**src/design/bb3_pkg.sv**
```systemverilog
// Shared types, constants and helper functions of the 3x3 box blur unit.
// No dependencies; the top level, bb3_line_store, bb3_window and bb3_out_fifo import it.
package bb3_pkg;

   localparam int CH_W           = 8;
   localparam int PIX_W          = 3 * CH_W;
   localparam int SUM_W          = 12;
   localparam int RECIP_W        = 14;
   localparam int RECIP_SHIFT    = 15;
   localparam int PROD_W         = SUM_W + RECIP_W;
   localparam int FIFO_DEPTH     = 8;
   localparam int FIFO_PTR_W     = $clog2(FIFO_DEPTH);
   localparam int FIFO_CNT_W     = FIFO_PTR_W + 1;
   localparam int FRAME_WIDTH_W  = 11;
   localparam int FRAME_HEIGHT_W = 13;
   localparam int CSR_ADDR_W     = 3;
   localparam int CSR_DATA_W     = 32;
   localparam int FRAME_WIDTH_RESET  = 640;
   localparam int FRAME_HEIGHT_RESET = 480;

   typedef enum logic {
      REG_FRAME_WIDTH  = 1'b0,
      REG_FRAME_HEIGHT = 1'b1
   } bb3_reg_type;

   typedef enum logic [1:0] {
      DIV_BY_4,
      DIV_BY_6,
      DIV_BY_9
   } bb3_divisor_type;

   typedef struct packed {
      logic result;
      logic top_en;
      logic bottom_en;
      logic left_en;
      logic right_en;
      logic frame_end;
   } bb3_ctrl_type;

   typedef struct packed {
      logic [SUM_W-1:0] red;
      logic [SUM_W-1:0] green;
      logic [SUM_W-1:0] blue;
      bb3_divisor_type  divisor;
      logic             frame_end;
   } bb3_sum_type;

   typedef struct packed {
      logic [CH_W-1:0] red;
      logic [CH_W-1:0] green;
      logic [CH_W-1:0] blue;
      logic            frame_end;
   } bb3_result_type;

   function automatic bb3_divisor_type bb3_divisor_of(input bb3_ctrl_type ctrl);
      logic row_cut;
      logic col_cut;
      row_cut = !(ctrl.top_en && ctrl.bottom_en);
      col_cut = !(ctrl.left_en && ctrl.right_en);
      if (row_cut && col_cut) begin
         return DIV_BY_4;
      end else if (row_cut || col_cut) begin
         return DIV_BY_6;
      end
      return DIV_BY_9;
   endfunction

   // Half the divisor, added before the division so that halves round up.
   function automatic logic [SUM_W-1:0] bb3_half_of(input bb3_divisor_type divisor);
      case (divisor)
         DIV_BY_4: begin
            return SUM_W'(2);
         end
         DIV_BY_6: begin
            return SUM_W'(3);
         end
         DIV_BY_9: begin
            return SUM_W'(4);
         end
         default: begin
            return SUM_W'(4);
         end
      endcase
   endfunction

   // Reciprocal scaled by 2**RECIP_SHIFT; exact for every sum below 2**SUM_W.
   function automatic logic [RECIP_W-1:0] bb3_recip(input bb3_divisor_type divisor);
      case (divisor)
         DIV_BY_4: begin
            return RECIP_W'(8192);
         end
         DIV_BY_6: begin
            return RECIP_W'(5462);
         end
         DIV_BY_9: begin
            return RECIP_W'(3641);
         end
         default: begin
            return RECIP_W'(3641);
         end
      endcase
   endfunction

endpackage

```
**src/design/bb3_out_fifo.sv**
```systemverilog
// Reciprocal scaling of the rounded sums and the result queue to the output.
// Depends on bb3_pkg.
module bb3_out_fifo (
   input  logic                            clock,
   input  logic                            reset,
   input  logic                            push,
   input  bb3_pkg::bb3_sum_type            push_sum,
   input  logic                            rsp_stall,
   output logic                            rsp_valid,
   output logic [bb3_pkg::CH_W-1:0]        rsp_blur_red,
   output logic [bb3_pkg::CH_W-1:0]        rsp_blur_green,
   output logic [bb3_pkg::CH_W-1:0]        rsp_blur_blue,
   output logic                            rsp_frame_end,
   output logic [bb3_pkg::FIFO_CNT_W-1:0]  count
);
   import bb3_pkg::*;

   bb3_result_type         fifo_ff [FIFO_DEPTH];
   bb3_result_type         entry_in;
   bb3_result_type         head;
   logic [FIFO_PTR_W-1:0]  wr_ptr_ff;
   logic [FIFO_PTR_W-1:0]  rd_ptr_ff;
   logic [FIFO_CNT_W-1:0]  count_ff;
   logic [FIFO_CNT_W-1:0]  count_in;
   logic [RECIP_W-1:0]     recip;
   logic [PROD_W-1:0]      prod [3];
   logic                   pop;

   always_comb begin
      recip   = bb3_recip(push_sum.divisor);
      prod[0] = PROD_W'(push_sum.red) * PROD_W'(recip);
      prod[1] = PROD_W'(push_sum.green) * PROD_W'(recip);
      prod[2] = PROD_W'(push_sum.blue) * PROD_W'(recip);
      entry_in.red       = prod[0][RECIP_SHIFT +: CH_W];
      entry_in.green     = prod[1][RECIP_SHIFT +: CH_W];
      entry_in.blue      = prod[2][RECIP_SHIFT +: CH_W];
      entry_in.frame_end = push_sum.frame_end;
   end

   assign rsp_valid = (count_ff != '0);
   assign pop       = rsp_valid && !rsp_stall;
   assign count_in  = count_ff + FIFO_CNT_W'(push) - FIFO_CNT_W'(pop);

   always_ff @(posedge clock) begin
      if (reset) begin
         wr_ptr_ff <= '0;
         rd_ptr_ff <= '0;
         count_ff  <= '0;
      end else begin
         if (push) begin
            wr_ptr_ff <= wr_ptr_ff + FIFO_PTR_W'(1);
         end
         if (pop) begin
            rd_ptr_ff <= rd_ptr_ff + FIFO_PTR_W'(1);
         end
         count_ff <= count_in;
      end
   end

   always_ff @(posedge clock) begin
      if (push) begin
         fifo_ff[wr_ptr_ff] <= entry_in;
      end
   end

   assign head           = fifo_ff[rd_ptr_ff];
   assign rsp_blur_red   = head.red;
   assign rsp_blur_green = head.green;
   assign rsp_blur_blue  = head.blue;
   assign rsp_frame_end  = head.frame_end;
   assign count          = count_ff;

endmodule

```
**config.mk**
```make
export PLATFORM = sky130hd
export DESIGN_NAME = bb3_out_fifo
export DESIGN_NICKNAME = d
export VERILOG_FILES = /design/src/design/bb3_pkg.sv /design/src/design/bb3_out_fifo.sv
export SDC_FILE = /design/constraint.sdc
export NUM_CORES = 1
export LEC_CHECK = 0
export ABC_CLOCK_PERIOD_IN_PS = 15400
export BUFFER_PORTS_ARGS = -buffer_cell sky130_fd_sc_hd__buf_2
export CAP_MARGIN = 20
export CORE_ASPECT_RATIO = 0.9
export CORE_MARGIN = 2
export CORE_UTILIZATION = 30
export CTS_BUF_LIST = sky130_fd_sc_hd__clkbuf_4 sky130_fd_sc_hd__clkbuf_8
export CTS_CLUSTER_DIAMETER = 40
export DETAILED_ROUTE_END_ITERATION = 12
export SETUP_SLACK_MARGIN = 0.5
export SYNTH_ARGS = -nofsm -noshare
export SYNTH_HDL_FRONTEND = slang
export SYNTH_SLANG_ARGS = --single-unit
```
**constraint.sdc**
```tcl
create_clock -name clock -period 15.4 [get_ports clock]
set_clock_uncertainty 0.2 [all_clocks]
set_input_delay 0.77 -clock clock [delete_from_list [all_inputs] [get_ports clock]]
set_output_delay 0.77 -clock clock [all_outputs]
set_load 0.01 [all_outputs]
```
[After elaboration in Yosys (flattened, before gate mapping)]
Memories as Yosys holds them, arrays and structs flattened. A register that Yosys moved wholly into a read port is not among the register bits.
Cells that the tools add are included.
Operators by class
  add/sub/neg operators: 4
  multiply operators: 3
  div/mod/pow operators: 0
  magnitude comparators: 0
  eq/ne operators: 1
  shift operators: 0
  mux-type cells: 5
  bitwise operators: 0
  reductions and logical operators: 4
Operators by type and width (count)
  12-bit by 14-bit multiplier with 23-bit output: 3
  14-bit case mux with 2 select lines: 1
  3-bit by 1-bit adder with 3-bit output, second input constant: 2
  3-bit two-way mux: 2
  4-bit by 1-bit adder with 4-bit output: 1
  4-bit nonzero test: 1
  4-bit by 1-bit subtractor with 4-bit output: 1
  2-bit by 1-bit equality test with 1-bit output, second input constant: 1
  2-bit zero test: 1
  1-bit two-way mux: 2
  1-bit logical AND: 1
  1-bit zero test: 1
Word-level totals
  flip-flop bits (word level): 10
  bits in latches: 0
  bits in writable memories: 200
  ROM bits: 0
  input bits: 43
  output and inout bits: 30
  word-level logic and storage cells: 21
  memories kept: 1
Memories
  fifo_ff: words 8, bits a word 25, read ports 1, clocked after memory_dff 1, wr ports 1, RTL line bb3_out_fifo.sv:18  | bb3_result_type fifo_ff [FIFO_DEPTH];

[Depth between registers and ports, before layout]
  word-level depth: 4
  depth in mapped cells: 22
  depth with buffers taken out: 20

[Worst setup path before layout]
No wires, ideal clock.
  kind: input port to flip-flop
  from: in push_sum[1] in the netlist's numbering
  to: mem fifo_ff[0][16] in the netlist's numbering (data pin)
  setup time: 0.287 ns
  data arrival time: 5.994 ns
  data required time: 14.913 ns
  setup slack: 8.919 ns
  cell stages on the path: 20
  path buffers: 2
  path through: nor2b_1 clkbuf_1 clkbuf_1 nand2_1 fa_1 fa_1 inv_1 fa_1 fa_1 inv_1 fa_1 inv_1 ha_1 a21oi_2 o2111ai_1 a22oi_2 a211oi_1 o31a_1 o211a_1 a2111o_1
RTL lines
  start, declared: RTL line bb3_out_fifo.sv:7  | input bb3_pkg::bb3_sum_type push_sum,
  end, declared: RTL line bb3_out_fifo.sv:18

==> flow_summary_export.csv <==
group,metric,value,unit
critical_path,cpMostUsedCell,"fa_1",
run_status,status,"finished, final reports clean",
timing,period_share,43.8,%
routing,drtPass1Iterations,7,
synthesis,syn_avg_cell_area,12.8,um^2
pwr,p_sw,1.50,mW
timing,drv_slew,0,
synthesis,synth_top_cell_area_share,31.6,%
timing,period_needed,6740,ps
floorplan,dieHeight,243,um
cts,clockRootBuffer,"clkbuf_8",
synthesis,yosysWarnings,0,
global_route,use_met1,18.5,%
synthesis,synth_edf_count,200,
global_route,met2_usage,20.1,%
global_route,grt_pass1_wl,65900,um
synthesis,syn_nets,1988,
floorplan,row_count,87,
global_route,grt_pass1_vias,11800,
synthesis,yosys-top-cells-area,"edfxtp_1 (32%), fa_1 (29%), ha_1 (12%), inv_1 (7.5%), mux4_2 (5.9%)",
critical_path,cp_slowest_stage_delay,730,ps
synthesis,synth_area,0.0190,mm^2
hold_path,hold_path.class,"in -> reg",
routing,vias,10800,
timing,tns,0,ps
cells_and_area,fin_nets,2078,
floorplan,die_area,0.0655,mm^2
timing,rsz0062_at_grt,"false",
cts,clock_latency,500,ps
synthesis,synthArstFlopShare,0,%
timing,clock.fmax,148,MHz
global_route,use_met3,2.35,%
synthesis,synth.distinct_cells,52,
critical_path,path_buf_inv,6,
pwr,p_clk_share,13.1,%
routing,routed_wl,41100,um
cts,clk_path_buf_depth,3,
cts,cts_setup_buffers,0,
routing,drt_iter0_drc,486,
critical_path,reg2reg_slack,12950,ps
timing,setup-violations-final,0,
critical_path,start_kind,"input pin",
critical_path,critical-path-top-delay-family,"adder cells",
critical_path,cp.arrival,6760,ps
timing,worst_hold_slack,345,ps
routing,drc,0,
timing,setup_ws,8660,ps
synthesis,ys_ff_latch,213,
floorplan,core,0.0627,mm^2
cts,cts_tree,"built",
cts,cts_inserted_buffers,35,
critical_path,cp.required,15410,ps
routing,viasPerCell,4.39,
pwr,power,3.73,mW
timing,tightest_slew,824,ps
pwr,netSwitchingFraction,40.2,%
global_route,track_usage,12.7,%
cts,hold_buffers,0,
cells_and_area,areaGrowthSynthToFinish,11.4,%
hold_path,hp-start,"push_sum[0]",
global_route,antenna_found_initial,10,
critical_path,cp_cell_sequence,"buf_2 -> nor2b_2 -> buf_4 -> and2_1 -> fa_1 -> inv_1 -> fa_1 -> fa_1 -> inv_1 -> fa_1 -> inv_1 -> fa_1 -> inv_1 -> ha_1 -> a21o_1 -> a211oi_1 -> o21ai_1 -> a31oi_2 -> a21o_1 -> nand2_1 -> a311oi_1",
synthesis,synthFlopType,"edfxtp_1",
critical_path,r2r_start,"count[2]",
pwr,internal_power,2.23,mW
critical_path,critPathKind,"in -> reg",
cells_and_area,drive_gt1_share,14.6,%
placement,portBuffers,72,
routing,drtAntennaViolNets,0,
critical_path,crit_start,"push_sum[2]",
cells_and_area,multi_input_area,0.0112,mm^2
synthesis,yosysTopAreaCell,"edfxtp_1",
synthesis,synth_cells,1487,
floorplan,start_util,30.3,%
job,cap_violations,0,
critical_path,cp_max_fo,42,
placement,place_congestion,0.918,
cells_and_area,nFillCells,6229,
cts,ctsResizeCount,0,
placement,dp_hpwl,32400,um
cts,clkTransAtPathRegs,60,ps
global_route,grt_max_degree,51,
cts,clock_sinks,213,
placement,preCtsSetupSlack,8030,ps
synthesis,ys_seq_area_share,32.9,%
pwr,peakVddDrop,116,uV
cts,h-tree-depth,2,
critical_path,critPathCaptureType,"register",
floorplan,die_w,269,um
timing,finalHoldViolCount,0,
pwr,power_frac_comb,55.0,%
floorplan,num_io_pins,73,
cells_and_area,regArea,0.00627,mm^2
pwr,p_per_area,176,mW/mm^2
routing,wire_per_inst,16.8,um
timing,relSlewSlack,44.7,%
pwr,p_leak,9.56,nW
pwr,pwr-share-seq,31.9,%
critical_path,crit_slowest_cell,"a311oi_1",
global_route,busiest_layer,"met2",
global_route,grt-ovfl-total,0,
path summary, 6_finish.rpt:
| kind | to | cells after the start |
|---|---|---|
| hold reg to reg | register | 2 |
| hold / removal | fifo_ff[1][0] | 1 |
| setup / recovery | fifo_ff[5][8] | 21 |
| setup reg to reg | count[2] | 10 |
final cells by class:
cell class	count	share of cell area, %
timing repair buffer	86	2.29
antenna	5	0.0590
inverter	378	6.69
clock buffer	40	2.48
multi-input combinational	863	53.0
sequential	213	29.6
clock inverter	23	0.856
tap	845	4.99
layout by cell type (no fill, tap or decap), types with 9 or more instances in the layout:
master	synthesis	final
inv_1	378	378
fa_1	275	275
edfxtp_1	200	200
ha_1	183	183
and2_1	89	89
buf_2	5	72
nand2_1	62	62
mux4_2	50	50
clkbuf_8	0	36
xnor2_1	31	31
nor2_1	34	27
mux2_2	26	26
a21oi_1	16	16
xor2_1	13	13
buf_4	0	13
dfxtp_1	13	11
a21o_1	10	10
clkinv_1	0	9
registers in the layout (all words and copies together), names as in the netlist, named ones only:
| signal | count |
|---|---|
| count | 4 |
| fifo_ff | 200 |
| rd_ptr_ff | 3 |
| wr_ptr_ff | 3 |
synth_stat cells (all sizes together) (5+ instances only):
library cell,count
inv,378
fa,275
edfxtp,200
ha,183
and2,90
nand2,62
mux4,50
nor2,34
xnor2,31
clkbuf,27
mux2,26
a21oi,17
dfxtp,13
xor2,13
a21o,10
o21a,8
o21ai,8
a211oi,6
buf,6
nor2b,6
nor3,5
cell families after synthesis:
group,after synthesis,share of synthesized area (%)
compound gates,71,2.72
xor+xnor,44,2.03
fa+ha+maj,458,41.0
buf+inv,411,8.14
flops,213,32.9
mux,78,7.56
other cells,2,0.0395
simple gates,210,5.62
through the flow:
step	area, um^2	utilization (%)	std cells
finish	21200	33.8	2453
detailed placement	20400	32.6	2384
global route	21200	33.8	2451
global placement	20400	32.6	2384
floorplan	19000	-	1487
CTS	21200	33.7	2447
power groups by stage:
stage	Sequential [mW]	Clock (mW)	Combinational (mW)
3_3_place_gp	1.22	0	1.97
6_report	1.19	0.489	2.05
2_1_floorplan	1.18	0	1.48
3_5_place_dp	1.22	0	2.05
4_1_cts	1.21	0.503	2.07
5_1_grt	1.20	0.526	2.36
layer usage:
metal  wire, um  part of all wire (%)
met1      20200                    49
met2      18500                    45
met3       2030                   4.9
met4        420                   1.0
met5         55                  0.13
Power figures use the tool's default switching activity.
