$ cat config.mk
export PLATFORM = sky130hd
export DESIGN_NAME = bb3_window
export DESIGN_NICKNAME = d
export VERILOG_FILES = /design/src/design/bb3_pkg.sv /design/src/design/bb3_window.sv
export SDC_FILE = /design/constraint.sdc
export NUM_CORES = 1
export LEC_CHECK = 0
export BUFFER_PORTS_ARGS = -buffer_cell sky130_fd_sc_hd__buf_2
export CORE_MARGIN = 2
export CORE_UTILIZATION = 56
export CTS_CLUSTER_DIAMETER = 30
export CTS_CLUSTER_SIZE = 16
export DETAILED_ROUTE_END_ITERATION = 8
export PLACE_DENSITY = 0.77
export SLEW_MARGIN = 20
export SYNTH_ARGS = -nofsm -noshare
export SYNTH_HDL_FRONTEND = slang
export SYNTH_SLANG_ARGS = --single-unit
$ cat constraint.sdc
create_clock -name clock -period 5.85 [get_ports clock]
set_clock_uncertainty 0.05 [all_clocks]
set_input_delay 0.585 -clock clock [delete_from_list [all_inputs] [get_ports clock]]
set_output_delay 0.585 -clock clock [all_outputs]
set_load 0.01 [all_outputs]
$ cat src/design/bb3_pkg.sv
// Shared types, constants and helper functions of the 3x3 box blur unit.
// No dependencies; the top level, bb3_line_store, bb3_window and bb3_out_fifo import it.
package bb3_pkg;

   localparam int CH_W           = 8;
   localparam int PIX_W          = 3 * CH_W;
   localparam int SUM_W          = 12;
   localparam int RECIP_W        = 14;
   localparam int RECIP_SHIFT    = 15;
   localparam int PROD_W         = SUM_W + RECIP_W;
   localparam int FIFO_DEPTH     = 8;
   localparam int FIFO_PTR_W     = $clog2(FIFO_DEPTH);
   localparam int FIFO_CNT_W     = FIFO_PTR_W + 1;
   localparam int FRAME_WIDTH_W  = 11;
   localparam int FRAME_HEIGHT_W = 13;
   localparam int CSR_ADDR_W     = 3;
   localparam int CSR_DATA_W     = 32;
   localparam int FRAME_WIDTH_RESET  = 640;
   localparam int FRAME_HEIGHT_RESET = 480;

   typedef enum logic {
      REG_FRAME_WIDTH  = 1'b0,
      REG_FRAME_HEIGHT = 1'b1
   } bb3_reg_type;

   typedef enum logic [1:0] {
      DIV_BY_4,
      DIV_BY_6,
      DIV_BY_9
   } bb3_divisor_type;

   typedef struct packed {
      logic result;
      logic top_en;
      logic bottom_en;
      logic left_en;
      logic right_en;
      logic frame_end;
   } bb3_ctrl_type;

   typedef struct packed {
      logic [SUM_W-1:0] red;
      logic [SUM_W-1:0] green;
      logic [SUM_W-1:0] blue;
      bb3_divisor_type  divisor;
      logic             frame_end;
   } bb3_sum_type;

   typedef struct packed {
      logic [CH_W-1:0] red;
      logic [CH_W-1:0] green;
      logic [CH_W-1:0] blue;
      logic            frame_end;
   } bb3_result_type;

   function automatic bb3_divisor_type bb3_divisor_of(input bb3_ctrl_type ctrl);
      logic row_cut;
      logic col_cut;
      row_cut = !(ctrl.top_en && ctrl.bottom_en);
      col_cut = !(ctrl.left_en && ctrl.right_en);
      if (row_cut && col_cut) begin
         return DIV_BY_4;
      end else if (row_cut || col_cut) begin
         return DIV_BY_6;
      end
      return DIV_BY_9;
   endfunction

   // Half the divisor, added before the division so that halves round up.
   function automatic logic [SUM_W-1:0] bb3_half_of(input bb3_divisor_type divisor);
      case (divisor)
         DIV_BY_4: begin
            return SUM_W'(2);
         end
         DIV_BY_6: begin
            return SUM_W'(3);
         end
         DIV_BY_9: begin
            return SUM_W'(4);
         end
         default: begin
            return SUM_W'(4);
         end
      endcase
   endfunction

   // Reciprocal scaled by 2**RECIP_SHIFT; exact for every sum below 2**SUM_W.
   function automatic logic [RECIP_W-1:0] bb3_recip(input bb3_divisor_type divisor);
      case (divisor)
         DIV_BY_4: begin
            return RECIP_W'(8192);
         end
         DIV_BY_6: begin
            return RECIP_W'(5462);
         end
         DIV_BY_9: begin
            return RECIP_W'(3641);
         end
         default: begin
            return RECIP_W'(3641);
         end
      endcase
   endfunction

endpackage

$ cat src/design/bb3_window.sv
// 3x3 pixel window and the clipped per-channel sums with rounding offset.
// Depends on bb3_pkg.
module bb3_window (
   input  logic                       clock,
   input  logic                       reset,
   input  logic                       restart,
   input  logic                       s1_valid,
   input  bb3_pkg::bb3_ctrl_type      s1_ctrl,
   input  logic [bb3_pkg::PIX_W-1:0]  s1_upper,
   input  logic [bb3_pkg::PIX_W-1:0]  s1_lower,
   input  logic [bb3_pkg::PIX_W-1:0]  s1_pixel,
   output logic                       sum_valid,
   output bb3_pkg::bb3_sum_type       sum,
   output logic [1:0]                 pending
);
   import bb3_pkg::*;

   logic [PIX_W-1:0] win_ff [3][3];
   bb3_ctrl_type     ctrl2_ff;
   logic             v2_ff;
   logic             v3_ff;
   bb3_sum_type      sum_ff;
   bb3_sum_type      sum_in;
   bb3_divisor_type  divisor;
   logic [2:0]       row_en;
   logic [2:0]       col_en;
   logic [SUM_W-1:0] row_sum [3][3];
   logic [SUM_W-1:0] total [3];

   always_comb begin
      divisor = bb3_divisor_of(ctrl2_ff);
      row_en  = {ctrl2_ff.bottom_en, 1'b1, ctrl2_ff.top_en};
      col_en  = {ctrl2_ff.right_en, 1'b1, ctrl2_ff.left_en};
      for (int ch = 0; ch < 3; ch++) begin
         for (int i = 0; i < 3; i++) begin
            row_sum[ch][i] = '0;
            for (int k = 0; k < 3; k++) begin
               if (row_en[i] && col_en[k]) begin
                  row_sum[ch][i] = row_sum[ch][i]
                                 + SUM_W'(win_ff[i][k][PIX_W-1-CH_W*ch -: CH_W]);
               end
            end
         end
         total[ch] = row_sum[ch][0] + row_sum[ch][1] + row_sum[ch][2]
                   + bb3_half_of(divisor);
      end
      sum_in.red       = total[0];
      sum_in.green     = total[1];
      sum_in.blue      = total[2];
      sum_in.divisor   = divisor;
      sum_in.frame_end = ctrl2_ff.frame_end;
   end

   always_ff @(posedge clock) begin
      if (reset || restart) begin
         for (int i = 0; i < 3; i++) begin
            for (int k = 0; k < 3; k++) begin
               win_ff[i][k] <= '0;
            end
         end
      end else if (s1_valid) begin
         for (int i = 0; i < 3; i++) begin
            win_ff[i][0] <= win_ff[i][1];
            win_ff[i][1] <= win_ff[i][2];
         end
         win_ff[0][2] <= s1_upper;
         win_ff[1][2] <= s1_lower;
         win_ff[2][2] <= s1_pixel;
      end
   end

   always_ff @(posedge clock) begin
      if (reset) begin
         v2_ff <= 1'b0;
         v3_ff <= 1'b0;
      end else begin
         v2_ff <= s1_valid && s1_ctrl.result;
         v3_ff <= v2_ff;
      end
   end

   always_ff @(posedge clock) begin
      if (s1_valid) begin
         ctrl2_ff <= s1_ctrl;
      end
      if (v2_ff) begin
         sum_ff <= sum_in;
      end
   end

   assign sum_valid = v3_ff;
   assign sum       = sum_ff;
   assign pending   = {1'b0, v2_ff} + {1'b0, v3_ff};

endmodule

# Word-level counts from Yosys, hierarchy flattened
# Memory sizes are Yosys's and may differ from the RTL's.
# Index checks and enable logic that the tools add are counted.
[word_totals] ram_bits=216 word_cells=108 in_bits=82 reg_bits=46 output_inout_bits=42 n_memories=1
[mem_list] memory="win_ff" words=3 width=72 rd=3 rd_ports_with_merged_regs=0 wr=3 line_no="bb3_window.sv:18" text="logic [PIX_W-1:0] win_ff [3][3];"
[classes] eq_ne=1 n_reduce_logical=13 muxes=44 n_addsub=28 bitwise_logic=9
[op_table] operator="$add A12 B8 Y12" count=18
[op_table] operator="$mux W24" count=9
[op_table] operator="$mux W12" count=15
[op_table] operator="$add A12 B12 Y12" count=9
[op_table] operator="$mux W8" count=9
[op_table] operator="$or A1 B1 Y1" count=9
[op_table] operator="$logic_and A1 B1 Y1" count=8
[op_table] operator="$mux W1" count=7
[op_table] operator="$mux W2" count=3
[op_table] operator="$pmux W3 S2" count=1
[op_table] operator="$add A1 B1 Y2" count=1
[op_table] operator="$eq A2 B1 Y1 const B" count=1
[op_table] operator="$logic_not A1 Y1" count=2
[op_table] operator="$logic_not A2 Y1" count=1
[op_table] operator="$logic_or A1 B1 Y1" count=2

# Longest topological paths before layout
[depth] ltp_word=9 depth_mapped=28 depth_no_buf=26

# Worst setup path after synthesis
# No wires, ideal clock.
[synth_timing] path_kind="input-to-reg" startpoint="input reset" endpoint="memory win_ff[0][0] in the netlist's numbering (enable)" required_time_ps=5209 t_arrival_ps=5209 setup_slack_ps=1 path_stages=1 path_cell_list="or3_1"
[synth_lines] element="start, declared" line_no="bb3_window.sv:5" text="input logic reset,"
[synth_lines] element="end, declared" line_no="bb3_window.sv:18"

==> out/summary.txt <==
register area = 7850 um^2
DR pass1 iterations = 5
R2R Path Start = col_en[0]$_DFFE_PP_
clk root buf = clkbuf_16
reg-to-reg setup timing slack = 0.10 ns
initial antenna violation count = 1
register clock-pin slew on the reported worst setup and hold paths = 0.05 ns
Main synth FF type = edfxtp_1
mux cell area share after synthesis = 1.32%
layout cells sized above 1 = 20.5%
flops & latches, synth = 262
Synth Area in Adders = 19.9%
drt drc = 0
vias in the first global route = 13400
GRT Resource Usage Total = 24.2%
Synth async-reset ratio = 0%
synthesized area = 19000 um^2
RSZ-0062 raised after global routing = true
Max transition margin = 28.4%
static leakage = 10.7 nW
CP max stage cell = or4_4
worst hold endpoint = ctrl2_ff[4]$_DFFE_PP_
Crit. End Element = register
Routed WL = 44300 um
status = completed
final core occ = 69.3%
via count = 13900
hold path cells = 1
multi-input logic area = 11100 um^2
leading area contributor after synthesis = edfxtp_1
Max Used Layer = met4
Final Hold Fails = 0
simple-gate share of the synthesized area = 19.5%
most frequent CP cell = buf_4
final setup fails = 0
Die H = 188 um
Row Count = 67
drt initial violations = 811
post-synthesis sequential area ratio = 41.4%
most frequent cells in the layout = 272 x and2_1, 260 x edfxtp_1, 188 x ha_1
maximum number of pins on one net before global-route repair = 140
fillers = 2343
Final nets = 2313
Avg WL per Cell = 18.0 um
met2 wire length = 22100 um
Cells after Synth = 1785
die area = 35400 um^2
Avg Vias per Cell = 5.62
final global-route overflow total = 0
Max VDD drop = 0.000271 V
Total Power = 6.86 mW
met3 routed WL = 2270 um
Avg Cell Area, Syn = 10.6 um^2
Mapped Nets = 2130
Routed Antenna Nets = 0
area share of the largest cell type after synthesis = 41.1%
CP max FO = 6
path depth of the worst reg2reg path = 27
die width = 188 um
crit-path max cell delay = 0.49 ns
Top Family by Delay on Critical Path = adder cells
Clock Sinks = 262
period utilization = 98.3%
ranking of synthesized cells by area = edfxtp_1 41%, ha_1 14%, and2_1 9.0%
Slew @ Worst Pin = 1.07 ns
critical path type = register to register
HPWL Detailed = 30400 um
Ant. Diodes = 0
RD Place Congestion = 0.883
Compound-Gate Fraction of Synth Area = 9.43%
Bufs on Longest Clock Path = 3
worst hold-check path type = input pin to register
final-report max-slew violation count = 0
reg2reg end = sum[37]$_DFFE_PP_
hold path startpoint = s1_ctrl[4]
area of the core = 33400 um^2
EDFF count, synth = 260
required time of the critical path = 6.14 ns
synth unique cells = 61
WL met1 = 18500 um
first-pass GRT wire length = 67900 um
critical path buffer and inverter count = 6
crit path DAT = 6.04 ns
Clk Latency, worst-skew pair = 0.60 ns
synthesis-to-finish area growth = 22.1%
total CTS buffers = 58
largest family of logic cells by synthesized area = adder cells
Worst Setup Start Kind = register
Yosys Warn Count = 0
Initial Util = 56.7%
Final Critical Period = 5.75 ns
H-tree levels = 2
max cap viols = 0
most common cell after layout, fill and taps aside = and2_1
xor-xnor portion of the synthesized cell area = 5.08%
CTS tree = yes
Peak Freq = 174 MHz
I/O pins = 124
Worst path depth = 27
IO buf count = 123
total power per unit cell area = 296 nW/um^2
## metal layers
layer | up-vias | global-route usage (%)
met5 | - | 0
met4 | 0 | 9.12
met3 | 93 | 3.41
met2 | 377 | 41.9
met1 | 6735 | 30.8
li1 | 6664 | -
## metrics by stage
| step | instance area [um^2] | setup TNS (ns) | instances | worst slack, ns | hold slack, ns |
|---|---|---|---|---|---|
| after floorplan | 19000 | 0 | 1785 | 0.000752 | 0.350 |
| after global placement | 20200 | -0.0307 | 2334 | -0.0307 | 0.353 |
| after detailed placement | 20200 | -0.298 | 2334 | -0.136 | 0.357 |
| after CTS | 22400 | -0.128 | 2444 | -0.0684 | 0.101 |
| after global routing | 23200 | -0.670 | 2466 | -0.129 | 0.105 |
| final | 23200 | 0 | 2466 | 0.102 | 0.127 |
## layout make-up
type,count,area share (%)
well taps,448,2.42
repair buffers,185,4.98
clock inverters,46,2.67
flip-flops and latches,262,33.9
clock buffers,64,6.45
multi-input cells,1354,47.9
inverters,107,1.73
## synthesized netlist by cell type (6+ instances only)
| library cell | number |
|---|---|
| a21oi_2 | 6 |
| a211oi_1 | 8 |
| edfxtp_1 | 260 |
| o2bb2ai_1 | 8 |
| o41ai_1 | 12 |
| a211o_1 | 6 |
| clkbuf_1 | 52 |
| a21oi_1 | 58 |
| nor2b_1 | 42 |
| nand2_1 | 99 |
| nor2_1 | 105 |
| inv_1 | 106 |
| or3_1 | 10 |
| nand2b_1 | 11 |
| mux2_2 | 8 |
| xor2_1 | 33 |
| nor3b_1 | 10 |
| o21a_1 | 11 |
| o21ai_0 | 71 |
| and2_1 | 274 |
| o21bai_1 | 8 |
| and3_1 | 50 |
| mux2i_1 | 16 |
| nor3_1 | 42 |
| a21boi_0 | 17 |
| nand3_1 | 24 |
| xnor2_1 | 77 |
| a21o_1 | 31 |
| o31ai_1 | 7 |
| ha_1 | 206 |
| fa_1 | 57 |
## where the power goes
part           leakage, nW  internal [mW]  switching [mW]
sequential            2.95           2.20          0.0636
combinational         6.73          0.474           0.641
clock                 1.01           2.38            1.09
## how the worst max path moves through the flow
stage | startpoint | to | slack [ns]
6_report | col_en[0]$_DFFE_PP_ | sum[37]$_DFFE_PP_ | 0.10
5_1_grt | col_en[0]$_DFFE_PP_ | sum[25]$_DFFE_PP_ | -0.13
4_1_cts | col_en[0]$_DFFE_PP_ | sum[37]$_DFFE_PP_ | -0.07
3_5_place_dp | col_en[0]$_DFFE_PP_ | sum[37]$_DFFE_PP_ | -0.14
3_3_place_gp | col_en[0]$_DFFE_PP_ | sum[37]$_DFFE_PP_ | -0.03
2_1_floorplan | reset | win_ff[0][0]$_SDFFCE_PN0P_ | 0.0008
## timing repair
action                     4_1_cts  5_1_grt
hold buffers                     0        0
buffers inserted                 0       21
cloned                           0        1
pin swaps                        1       61
resized for setup               15      149
setup endpoints to repair        6       15
## state kept, by name (all words and copies together) (netlist names)
name / count
v2_ff: 1
col_en: 2
sum: 39
ctrl2_ff: 3
win_ff: 216
sum_valid: 1
## kinds of logic (layout without fill, tap and decap cells)
logic type | count (synthesis) | in the layout
AOI/OAI and AO/OA | 271 | 271
xor gates and xnor gates | 110 | 110
adders and majority gates | 268 | 268
buffers and inverters | 169 | 402
DFF | 262 | 262
muxes | 24 | 24
and+or+nand+nor | 681 | 681
## worst reg2reg max path, delay by kind of cell, from the launching register on
family                   cells  cell delay, ns
adder cells (fa/ha/maj)      5            1.39
AND/OR/NAND/NOR              6            1.26
AO/OA/AOI/OAI                7            1.16
buffers and inverters        6            0.86
flip-flops                   1            0.42
XOR/XNOR                     2            0.24
multiplexers                 1            0.11
Note: power is estimated with default switching activity, not from simulation.
